===== config.mk =====
export PLATFORM = sky130hd
export DESIGN_NAME = page_table_with_use_counts_core_flat
export DESIGN_NICKNAME = d
export VERILOG_FILES = /design/src/rtl/core/ptuc_pkg.sv /design/src/rtl/core/ptuc_chan_if.sv /design/src/rtl/core/page_table_with_use_counts_core.sv /design/src/rtl/core/ptuc_ram.sv /design/src/rtl/core/ptuc_div.sv /design/src/flat_wrapper.sv
export SDC_FILE = /design/constraint.sdc
export NUM_CORES = 2
export LEC_CHECK = 0
export CORE_MARGIN = 4
export CORE_UTILIZATION = 50
export CTS_CLUSTER_SIZE = 8
export DETAILED_ROUTE_END_ITERATION = 8
export DONT_BUFFER_PORTS = 1
export GPL_TIMING_DRIVEN = 0
export PLACE_DENSITY = 0.68
export SLEW_MARGIN = 0
export SYNTH_ARGS = -nofsm -noshare
export SYNTH_HDL_FRONTEND = slang
export SYNTH_HIERARCHICAL = 1
export SYNTH_SLANG_ARGS = --single-unit

===== constraint.sdc =====
create_clock -name clk -period 4.8 [get_ports clk]
set_clock_uncertainty 0.05 [all_clocks]
set_input_delay 0.96 -clock clk [delete_from_list [all_inputs] [get_ports clk]]
set_output_delay 0.96 -clock clk [all_outputs]
set_load 0.01 [all_outputs]

===== src/rtl/core/ptuc_pkg.sv =====
// Shared types and fixed constants of the page table core.
// No dependencies; imported by the core, its channel users and its checker.
package ptuc_pkg;

  localparam int VA_W  = 10;  // virt_address
  localparam int FI_W  = 6;   // frame_index
  localparam int PP_W  = 8;   // phys_page
  localparam int PA_W  = 12;  // phys_address
  localparam int LB_W  = 10;  // least_used_base
  localparam int CNT_W = 16;  // use counter

  localparam logic signed [CNT_W-1:0] CNT_MAX = 16'sh7FFF;
  localparam logic signed [CNT_W-1:0] CNT_MIN = 16'sh8000;
  localparam logic signed [CNT_W-1:0] CNT_ONE = 16'sh0001;

  localparam logic REQ_MAP   = 1'b0;
  localparam logic REQ_XLATE = 1'b1;

  typedef struct packed {
    logic            req_type;
    logic [FI_W-1:0] frame_index;
    logic [PP_W-1:0] phys_page;
    logic [VA_W-1:0] virt_address;
  } ptuc_req_t;

  typedef struct packed {
    logic            hit;
    logic [PA_W-1:0] phys_address;
    logic [LB_W-1:0] least_used_base;
  } ptuc_rsp_t;

  typedef enum logic [2:0] {
    ST_CLEAR,
    ST_IDLE,
    ST_DIV,
    ST_LOOK,
    ST_SWEEP,
    ST_DRAIN,
    ST_DONE
  } ptuc_state_t;

endpackage


===== src/rtl/core/ptuc_chan_if.sv =====
// Valid/ready channel carrying one payload per transaction.
// Payload type is a parameter; the core uses ptuc_req_t and ptuc_rsp_t.
interface ptuc_chan_if #(parameter type payload_t = logic);
  logic     valid;
  logic     ready;
  payload_t data;

  modport source (output valid, output data, input ready);
  modport sink   (input valid, input data, output ready);
endinterface


===== src/rtl/core/page_table_with_use_counts_core.sv =====
// Page table with per-frame use counters, least-used frame report.
// Depends on ptuc_pkg, ptuc_chan_if, ptuc_div and ptuc_ram.
//
// Usage:
//   in_chan carries requests (map a frame to a page, or translate an
//   address); out_chan returns one result per request: hit flag, physical
//   address and the base address of the least-used mapped frame.
//   Requests are taken one at a time. Each goes through a reciprocal
//   divider (address split or page wrap), a lookup of the frame entry
//   when a translate falls inside the table, and a sweep that reads every
//   frame entry once (one per cycle), ages counters on a miss and tracks
//   the least-used frame.
//   After reset the frame memory is cleared entry by entry, with
//   in_chan.ready low throughout.
//   Results sit in an output register; the next request is taken while a
//   result waits, but its own result holds in the core until out_chan
//   is drained.
module page_table_with_use_counts_core
  import ptuc_pkg::*;
#(
  parameter int FRAMES     = 64,
  parameter int PAGE_BYTES = 16,
  parameter int PHYS_PAGES = 256
) (
  input  logic   clk,
  input  logic   rst_n,
  ptuc_chan_if.sink   in_chan,
  ptuc_chan_if.source out_chan
);

  localparam int FRAME_W = $clog2(FRAMES);
  localparam int PAGE_W  = (PHYS_PAGES >= 256) ? PP_W : $clog2(PHYS_PAGES);
  localparam int OFF_W   = $clog2(PAGE_BYTES);
  localparam int ENT_W   = 1 + PAGE_W + CNT_W;
  localparam int PROD_W  = PAGE_W + OFF_W + 1;
  localparam int IX_W    = VA_W + 1;

  localparam logic [IX_W-1:0]    FRAMES_X  = IX_W'(FRAMES);
  localparam logic [FRAME_W-1:0] LAST_IDX  = FRAME_W'(FRAMES - 1);
  localparam logic [LB_W-1:0]    BASE_STEP = LB_W'(PAGE_BYTES);

  ptuc_state_t state_r, state_nxt;

  ptuc_req_t                 req_r;
  logic [FRAME_W-1:0]        idx_r, idx_nxt;
  logic                      proc_vld_r;
  logic [FRAME_W-1:0]        proc_idx_r;
  logic [LB_W-1:0]           issue_base_r;
  logic [LB_W-1:0]           proc_base_r;
  logic [VA_W-1:0]           frame_r;
  logic [OFF_W-1:0]          off_r;
  logic                      age_r;
  logic                      hit_r;
  logic [PA_W-1:0]           paddr_r;
  logic signed [CNT_W-1:0]   best_cnt_r;
  logic [LB_W-1:0]           best_base_r;
  ptuc_rsp_t                 out_data_r;
  logic                      out_valid_r;

  logic                      in_accept;
  logic                      out_load;
  logic                      div_start;
  logic                      div_done;
  logic                      div_sel_b;
  logic [VA_W-1:0]           div_dividend;
  logic [VA_W-1:0]           div_quo;
  logic [VA_W-1:0]           div_rem;

  logic                      ram_we;
  logic [FRAME_W-1:0]        ram_waddr;
  logic [ENT_W-1:0]          ram_wdata;
  logic                      ram_re;
  logic [FRAME_W-1:0]        ram_raddr;
  logic [ENT_W-1:0]          ram_rdata;

  logic                      rd_mapped;
  logic [PAGE_W-1:0]         rd_page;
  logic signed [CNT_W-1:0]   rd_cnt;
  logic signed [CNT_W-1:0]   cnt_inc;
  logic signed [CNT_W-1:0]   sweep_cnt;
  logic                      age_here;
  logic                      take_best;
  logic                      frame_in_table;
  logic                      map_in_table;
  logic [PROD_W-1:0]         paddr_sum;

  // ---------------------------------------------------------------- units
  ptuc_div #(
    .DVD_W (VA_W),
    .DIV_A (PAGE_BYTES),
    .DIV_B (PHYS_PAGES)
  ) u_div (
    .clk       (clk),
    .rst_n     (rst_n),
    .start     (div_start),
    .sel_b     (div_sel_b),
    .dividend  (div_dividend),
    .done      (div_done),
    .quotient  (div_quo),
    .remainder (div_rem)
  );

  ptuc_ram #(
    .WIDTH (ENT_W),
    .DEPTH (FRAMES)
  ) u_frame_ram (
    .clk   (clk),
    .we    (ram_we),
    .waddr (ram_waddr),
    .wdata (ram_wdata),
    .re    (ram_re),
    .raddr (ram_raddr),
    .rdata (ram_rdata)
  );

  // ------------------------------------------------------------- datapath
  assign in_accept = in_chan.valid && in_chan.ready;

  assign div_sel_b    = (in_chan.data.req_type == REQ_MAP);
  assign div_dividend = (in_chan.data.req_type == REQ_XLATE) ?
                        in_chan.data.virt_address :
                        VA_W'(in_chan.data.phys_page);

  assign rd_mapped = ram_rdata[ENT_W-1];
  assign rd_page   = ram_rdata[CNT_W +: PAGE_W];
  assign rd_cnt    = ram_rdata[CNT_W-1:0];

  assign frame_in_table = ({1'b0, div_quo} < FRAMES_X);
  assign map_in_table   = (IX_W'(req_r.frame_index) < FRAMES_X);

  assign cnt_inc = (rd_cnt == CNT_MAX) ? rd_cnt : rd_cnt + CNT_ONE;

  // a miss ages every frame below the requested one (all, if off the table)
  assign age_here  = age_r && (IX_W'(proc_idx_r) < IX_W'(frame_r));
  assign sweep_cnt = (age_here && (rd_cnt != CNT_MIN)) ? rd_cnt - CNT_ONE : rd_cnt;

  // frame 0 seeds the search whether mapped or not; ties keep the lower frame
  assign take_best = (proc_idx_r == '0) || (rd_mapped && (sweep_cnt < best_cnt_r));

  assign paddr_sum = PROD_W'(rd_page) * PROD_W'(PAGE_BYTES) + PROD_W'(off_r);

  // ---------------------------------------------------------- next state
  always_comb begin
    state_nxt = state_r;
    case (state_r)
      ST_CLEAR: begin
        if (idx_r == LAST_IDX) state_nxt = ST_IDLE;
      end
      ST_IDLE: begin
        if (in_accept) state_nxt = ST_DIV;
      end
      ST_DIV: begin
        if (div_done) begin
          if (req_r.req_type == REQ_XLATE && frame_in_table) begin
            state_nxt = ST_LOOK;
          end else begin
            state_nxt = ST_SWEEP;
          end
        end
      end
      ST_LOOK:  state_nxt = ST_SWEEP;
      ST_SWEEP: begin
        if (idx_r == LAST_IDX) state_nxt = ST_DRAIN;
      end
      ST_DRAIN: state_nxt = ST_DONE;
      ST_DONE: begin
        if (out_load) state_nxt = ST_IDLE;
      end
      default:  state_nxt = ST_CLEAR;
    endcase
  end

  // -------------------------------------------------------------- outputs
  always_comb begin
    in_chan.ready = 1'b0;
    div_start     = 1'b0;
    out_load      = 1'b0;
    ram_we        = 1'b0;
    ram_waddr     = idx_r;
    ram_wdata     = '0;
    ram_re        = 1'b0;
    ram_raddr     = idx_r;
    idx_nxt       = '0;
    case (state_r)
      ST_CLEAR: begin
        ram_we  = 1'b1;
        idx_nxt = (idx_r == LAST_IDX) ? '0 : idx_r + 1'b1;
      end
      ST_IDLE: begin
        in_chan.ready = 1'b1;
        div_start     = in_chan.valid;
      end
      ST_DIV: begin
        if (div_done) begin
          if (req_r.req_type == REQ_MAP) begin
            ram_we    = map_in_table;
            ram_waddr = FRAME_W'(req_r.frame_index);
            ram_wdata = {1'b1, div_rem[PAGE_W-1:0], {CNT_W{1'b0}}};
          end else begin
            ram_re    = frame_in_table;
            ram_raddr = div_quo[FRAME_W-1:0];
          end
        end
      end
      ST_LOOK: begin
        ram_we    = rd_mapped;
        ram_waddr = frame_r[FRAME_W-1:0];
        ram_wdata = {rd_mapped, rd_page, cnt_inc};
      end
      ST_SWEEP: begin
        ram_re  = 1'b1;
        idx_nxt = (idx_r == LAST_IDX) ? '0 : idx_r + 1'b1;
      end
      ST_DRAIN: begin
        idx_nxt = '0;
      end
      ST_DONE: begin
        out_load = !out_valid_r || out_chan.ready;
      end
      default: begin
        idx_nxt = '0;
      end
    endcase
    // write-back of an aged counter, one entry behind the read
    if (proc_vld_r && age_here) begin
      ram_we    = 1'b1;
      ram_waddr = proc_idx_r;
      ram_wdata = {rd_mapped, rd_page, sweep_cnt};
    end
  end

  // ------------------------------------------------------------ registers
  always_ff @(posedge clk) begin
    if (!rst_n) begin
      state_r     <= ST_CLEAR;
      idx_r       <= '0;
      proc_vld_r  <= 1'b0;
      out_valid_r <= 1'b0;
    end else begin
      state_r    <= state_nxt;
      idx_r      <= idx_nxt;
      proc_vld_r <= (state_r == ST_SWEEP);
      if (out_load) begin
        out_valid_r <= 1'b1;
      end else if (out_chan.ready) begin
        out_valid_r <= 1'b0;
      end
    end
  end

  always_ff @(posedge clk) begin
    if (in_accept) begin
      req_r <= in_chan.data;
    end
    if (state_r == ST_DIV && div_done) begin
      frame_r      <= div_quo;
      off_r        <= OFF_W'(div_rem);
      hit_r        <= 1'b0;
      paddr_r      <= '0;
      age_r        <= (req_r.req_type == REQ_XLATE) && !frame_in_table;
      issue_base_r <= '0;
    end
    if (state_r == ST_LOOK) begin
      if (rd_mapped) begin
        hit_r   <= 1'b1;
        paddr_r <= PA_W'(paddr_sum);
      end else begin
        age_r   <= 1'b1;
      end
    end
    if (state_r == ST_SWEEP) begin
      issue_base_r <= issue_base_r + BASE_STEP;
      proc_idx_r   <= idx_r;
      proc_base_r  <= issue_base_r;
    end
    if (proc_vld_r && take_best) begin
      best_cnt_r  <= sweep_cnt;
      best_base_r <= proc_base_r;
    end
    if (out_load) begin
      out_data_r <= '{hit: hit_r, phys_address: paddr_r, least_used_base: best_base_r};
    end
  end

  assign out_chan.valid = out_valid_r;
  assign out_chan.data  = out_data_r;

endmodule


===== src/rtl/core/ptuc_ram.sv =====
// Generic single-clock RAM: one write port, one read port, registered read.
// No dependencies.
module ptuc_ram #(
  parameter int WIDTH = 25,
  parameter int DEPTH = 64
) (
  input  logic                     clk,
  input  logic                     we,
  input  logic [$clog2(DEPTH)-1:0] waddr,
  input  logic [WIDTH-1:0]         wdata,
  input  logic                     re,
  input  logic [$clog2(DEPTH)-1:0] raddr,
  output logic [WIDTH-1:0]         rdata
);

  logic [WIDTH-1:0] mem [DEPTH];
  logic [WIDTH-1:0] rdata_r;

  always_ff @(posedge clk) begin
    if (we) begin
      mem[waddr] <= wdata;
    end
    if (re) begin
      rdata_r <= mem[raddr];
    end
  end

  assign rdata = rdata_r;

endmodule


===== src/rtl/core/ptuc_div.sv =====
// Constant divider by reciprocal multiplication, one of two divisors per start.
// No dependencies; used by the page table core for address and page splits.
module ptuc_div #(
  parameter int DVD_W = 10,
  parameter int DIV_A = 16,
  parameter int DIV_B = 256
) (
  input  logic             clk,
  input  logic             rst_n,
  input  logic             start,
  input  logic             sel_b,
  input  logic [DVD_W-1:0] dividend,
  output logic             done,
  output logic [DVD_W-1:0] quotient,
  output logic [DVD_W-1:0] remainder
);

  // q = (x * M) >> S, S = DVD_W + clog2(d), M = ceil(2^S / d): exact for x < 2^DVD_W
  localparam int     SH_A  = DVD_W + $clog2(DIV_A);
  localparam int     SH_B  = DVD_W + $clog2(DIV_B);
  localparam longint REC_A = ((longint'(1) << SH_A) + DIV_A - 1) / DIV_A;
  localparam longint REC_B = ((longint'(1) << SH_B) + DIV_B - 1) / DIV_B;
  localparam int     MUL_W = DVD_W + 1;
  localparam int     PRD_W = DVD_W + MUL_W;

  localparam logic [MUL_W-1:0] MUL_A = MUL_W'(REC_A);
  localparam logic [MUL_W-1:0] MUL_B = MUL_W'(REC_B);
  localparam logic [DVD_W-1:0] DVS_A = DVD_W'(DIV_A);
  localparam logic [DVD_W-1:0] DVS_B = DVD_W'(DIV_B);

  logic             quo_vld_r;
  logic             done_r;
  logic             sel_r;
  logic [DVD_W-1:0] dvd_r;
  logic [DVD_W-1:0] quo_r;
  logic [DVD_W-1:0] rem_r;
  logic [PRD_W-1:0] prod;
  logic [DVD_W-1:0] quo_nxt;
  logic [DVD_W-1:0] back_prod;

  assign prod    = PRD_W'(dividend) * PRD_W'(sel_b ? MUL_B : MUL_A);
  assign quo_nxt = sel_b ? DVD_W'(prod >> SH_B) : DVD_W'(prod >> SH_A);

  // quotient times divisor never exceeds the dividend, so DVD_W bits hold it
  assign back_prod = quo_r * (sel_r ? DVS_B : DVS_A);

  always_ff @(posedge clk) begin
    if (!rst_n) begin
      quo_vld_r <= 1'b0;
      done_r    <= 1'b0;
    end else begin
      quo_vld_r <= start;
      done_r    <= quo_vld_r;
    end
  end

  always_ff @(posedge clk) begin
    if (start) begin
      dvd_r <= dividend;
      sel_r <= sel_b;
      quo_r <= quo_nxt;
    end
    if (quo_vld_r) begin
      rem_r <= dvd_r - back_prod;
    end
  end

  assign done      = done_r;
  assign quotient  = quo_r;
  assign remainder = rem_r;

endmodule


===== src/flat_wrapper.sv =====
// flat-port wrapper written by rule: the top's interface ports become plain ports
module page_table_with_use_counts_core_flat import ptuc_pkg::*;
#(
  parameter int FRAMES     = 64,
  parameter int PAGE_BYTES = 16,
  parameter int PHYS_PAGES = 256
)
  (clk, rst_n, in_chan_valid, in_chan_data, in_chan_ready, out_chan_valid, out_chan_data, out_chan_ready);
  ptuc_chan_if #(.payload_t(ptuc_req_t)) in_chan_i ();
  ptuc_chan_if #(.payload_t(ptuc_rsp_t)) out_chan_i ();
  input  logic clk;
  input  logic rst_n;
  input wire logic [$bits(in_chan_i.valid)-1:0] in_chan_valid;
  input wire logic [$bits(in_chan_i.data)-1:0] in_chan_data;
  output wire logic [$bits(in_chan_i.ready)-1:0] in_chan_ready;
  output wire logic [$bits(out_chan_i.valid)-1:0] out_chan_valid;
  output wire logic [$bits(out_chan_i.data)-1:0] out_chan_data;
  input wire logic [$bits(out_chan_i.ready)-1:0] out_chan_ready;
  assign in_chan_i.valid = in_chan_valid;
  assign in_chan_i.data = in_chan_data;
  assign in_chan_ready = in_chan_i.ready;
  assign out_chan_valid = out_chan_i.valid;
  assign out_chan_data = out_chan_i.data;
  assign out_chan_i.ready = out_chan_ready;
  page_table_with_use_counts_core #(.FRAMES(FRAMES), .PAGE_BYTES(PAGE_BYTES), .PHYS_PAGES(PHYS_PAGES)) u_core (.clk(clk), .rst_n(rst_n), .in_chan(in_chan_i), .out_chan(out_chan_i));
endmodule

==> flow_summary.json <==
{
  "route.detailed.vias_per_inst": 6.40,
  "setup.worst_path.end_class": "register",
  "area_of_the_placeable_core_um2": 138000,
  "postRouteWirelength_um": 184000,
  "power.leakage_uw": 0.0238,
  "fmaxAchievable_mhz": 208,
  "dpl.cell_count": 5437,
  "cell_internal_pwr_uw": 26300,
  "fin_setup_tns_ns": 0,
  "outcome": "finished clean",
  "min_path_type": "input pin to register",
  "area_overhead_vs_synth_pct": 17.5,
  "yosys_warning_count": 6,
  "combinationalPowerShare_pct": 5.6,
  "final_design_area_no_fill_um2": 82000,
  "dr_total_vias": 37000,
  "path_max_fanout": 10,
  "required_time_of_the_critical_path_ns": 5.25,
  "dpl.hpwl_um": 117000,
  "cts_max_path_buffers": 3,
  "tritoncts": "yes",
  "pin_count": 54,
  "finalMaxSlewViolations": 0,
  "reg2reg_from": "u_core/state_r[0]$_SDFFE_PN0P_",
  "synth_area_per_cell_um2": 20.0,
  "max_slew_margin_pct": 15.2,
  "setup.worst_path.start": "u_core/state_r[0]$_SDFFE_PN0P_",
  "clk-insertion-delay-late_ns": 0.84,
  "switching_share_pct": 21.0,
  "crit_path_start_kind": "register",
  "ctsRootBufferMaster": "sky130_fd_sc_hd__clkbuf_16",
  "place_area_um2": 74500,
  "power_density_nw_per_um2": 406,
  "clkPwrFrac_pct": 43.8,
  "post_route_cells_drive_above_1_share_pct": 30.4,
  "port_buffers": 0,
  "post_synthesis_cell_area_um2": 69800,
  "holdCritStartpoint": "in_chan_data[24]",
  "htree_num_levels": 4,
  "cp.arrival_ns": 5.25,
  "drc": 0,
  "die_width_um": 382,
  "die_area_um2": 146000,
  "cts.reportedPaths.clkPinSlew_ns": 0.05,
  "post_cts_hold_buffer_count": 0,
  "fin_hold_ws_ns": 0.177,
  "post_drt_wl_per_cell_um": 31.8,
  "via_count_of_the_first_global_routing_pass": 36400,
  "post-route-min-period_ns": 4.80,
  "max_cap_viol_count": 0,
  "tritoncts_num_sinks": 1755,
  "path_cells": "clkbuf_1, nand2b_1, nor2_1, nand2_1, clkinvlp_4, nand2_1, mux2_2, buf_4, buf_4, buf_4, mux4_2, mux2i_1, nor2_1, o311ai_2, a21oi_1",
  "global_route.usage.total_pct": 25.1,
  "p_switching_uw": 6980,
  "dieHeight_um": 382,
  "timing_hold_violations_final": 0,
  "floorplan.initialDensity_pct": 50.5,
  "period_utilization_pct": 100,
  "synthesis.instances": 3484,
  "critical_path.max_stage_delay_ns": 0.60,
  "fin_util_pct": 59.4,
  "worst-path-buf-inv": 5,
  "critPathMostFrequentCell": "sky130_fd_sc_hd__buf_4",
  "actual_slew_at_the_worst_max_slew_pin_ns": 1.27,
  "numCtsBuffers": 237,
  "grt_overflow": 0,
  "grt_pass1_wl_um": 262000,
  "seqPwrFrac_pct": 50.6,
  "detail_route.first_pass.iterations": 5,
  "final-setup-viol-count": 0,
  "grt_start_max_net_pins": 57,
  "final_cell_count_no_fill": 5776,
  "initial_antenna_violation_count": 1,
  "row_count": 136,
  "drtAntennaViolNets": 0,
  "grt_setup_unrepaired": "true",
  "gp_congestion": 0.900,
  "design.final.nets": 3943,
  "timing_worst_setup_path_type": "register to register",
  "timing.critical_path.max_delay_family": "buffers and inverters",
  "worst_path_max_delay_cell": "sky130_fd_sc_hd__o311ai_2",
  "peakVddDrop_v": 0.000447,
  "detail_route.iter0.violations": 5164
}
[worst register-to-register path, cell delays in order, from the launching register on]
cell and delay [ns]:
sky130_fd_sc_hd__dfxtp_1 0.30, sky130_fd_sc_hd__clkbuf_1 0.32, sky130_fd_sc_hd__nand2b_1 0.18, sky130_fd_sc_hd__nor2_1 0.05, sky130_fd_sc_hd__nand2_1 0.29, sky130_fd_sc_hd__clkinvlp_4 0.22
sky130_fd_sc_hd__nand2_1 0.25, sky130_fd_sc_hd__mux2_2 0.24, sky130_fd_sc_hd__buf_4 0.22, sky130_fd_sc_hd__buf_4 0.34, sky130_fd_sc_hd__buf_4 0.34, sky130_fd_sc_hd__mux4_2 0.39
sky130_fd_sc_hd__mux2i_1 0.37, sky130_fd_sc_hd__nor2_1 0.12, sky130_fd_sc_hd__o311ai_2 0.60, sky130_fd_sc_hd__a21oi_1 0.19
[routing by layer]
metal | up-vias | track usage (%) | part of all wire (%)
li1 | 15100 | - | -
met1 | 19300 | 35.7 | 39
met2 | 2210 | 37.3 | 45
met3 | 359 | 5.76 | 11
met4 | 2 | 11.3 | 4.9
met5 | - | 0 | 0.0071
[sequential cells by signal, indices dropped and copies added, names as in the netlist, 7 cells and up]
signal / count
u_core/best_cnt_r: 16
u_core/frame_r: 10
u_core/out_chan.data: 19
u_core/paddr_r: 12
u_core/req_r: 7
u_core/u_div/dvd_r: 8
u_core/u_div/remainder: 8
u_core/u_frame_ram/mem: 1600
u_core/u_frame_ram/rdata: 25
[power by group through the flow]
stage	sequential (µW)	combinational, µW	clock (µW)
6_report	16800	1870	14600
5_1_grt	16800	1910	15500
4_1_cts	16800	1800	14800
3_5_place_dp	17100	1700	0
3_3_place_gp	17100	1620	0
2_1_floorplan	17100	1010	0
[metrics by stage]
| stage | total power (µW) | worst slack, ns |
|---|---|---|
| final | 33300 | 0.00173 |
| after global routing | 34200 | -0.156 |
| after CTS | 33400 | -0.233 |
| after detailed placement | 18800 | -1.22 |
| after global placement | 18700 | -3.37 |
| after floorplan | 18100 | 0.0328 |
[timing repair]
item,in CTS,in global routing
resized for setup,77,84
endpoints found under the hold margin,0,0
pin swaps,19,20
buffers inserted,25,18
endpoints found under the setup margin,1574,779
gates cloned,17,5
[cells in the final DEF (no fill, tap or decap), types with 10 or more instances in the layout]
cell type,instances
sky130_fd_sc_hd__a211oi_1,21
sky130_fd_sc_hd__a22o_1,31
sky130_fd_sc_hd__ha_1,37
sky130_fd_sc_hd__inv_1,43
sky130_fd_sc_hd__buf_12,55
sky130_fd_sc_hd__a21oi_1,37
sky130_fd_sc_hd__and3_1,10
sky130_fd_sc_hd__nand2_1,51
sky130_fd_sc_hd__clkbuf_4,12
sky130_fd_sc_hd__mux2i_1,129
sky130_fd_sc_hd__nor2_1,72
sky130_fd_sc_hd__nand3_1,24
sky130_fd_sc_hd__edfxtp_1,1728
sky130_fd_sc_hd__a221oi_1,10
sky130_fd_sc_hd__mux4_2,302
sky130_fd_sc_hd__clkbuf_2,19
sky130_fd_sc_hd__nand2b_1,15
sky130_fd_sc_hd__nor2_4,75
sky130_fd_sc_hd__o22a_1,11
sky130_fd_sc_hd__o311ai_4,15
sky130_fd_sc_hd__o211ai_1,24
sky130_fd_sc_hd__xor2_1,11
sky130_fd_sc_hd__mux2_2,143
sky130_fd_sc_hd__nor2b_1,34
sky130_fd_sc_hd__buf_16,25
sky130_fd_sc_hd__buf_4,73
sky130_fd_sc_hd__buf_8,12
sky130_fd_sc_hd__nor3_1,32
sky130_fd_sc_hd__clkbuf_16,242
sky130_fd_sc_hd__o22ai_1,96
sky130_fd_sc_hd__clkbuf_1,60
sky130_fd_sc_hd__buf_6,37
sky130_fd_sc_hd__nor2_2,11
sky130_fd_sc_hd__o21ai_0,45
sky130_fd_sc_hd__a21o_1,21
sky130_fd_sc_hd__xnor2_1,18
sky130_fd_sc_hd__dfxtp_1,27
sky130_fd_sc_hd__buf_2,49
sky130_fd_sc_hd__a22oi_1,15
sky130_fd_sc_hd__a22oi_2,28
[final cells by class]
class	instances	area [µm²]
Antenna cell	3	7.51
Tap cell	1863	2330
Fill cell	9606	56000
Inverter	44	169
Sequential cell	1755	52400
Clock inverter	12	166
Buffer	203	1430
Clock buffer	260	6120
Multi-Input combinational cell	1508	17200
Timing Repair Buffer	128	2120
[worst paths after layout]
check,end,slack [ns],depth (start not counted)
worst max register to register,u_core/u_frame_ram/rdata[0]$_DFFE_PP_,0.002,15
worst min register to register,u_core/out_chan.data[9]$_DFFE_PP_,0.37,0
worst min-delay path,u_core/req_r[24]$_DFFE_PP_,0.18,0
worst max-delay path,u_core/u_frame_ram/rdata[0]$_DFFE_PP_,0.002,15
Power figures use the tool's default switching activity.
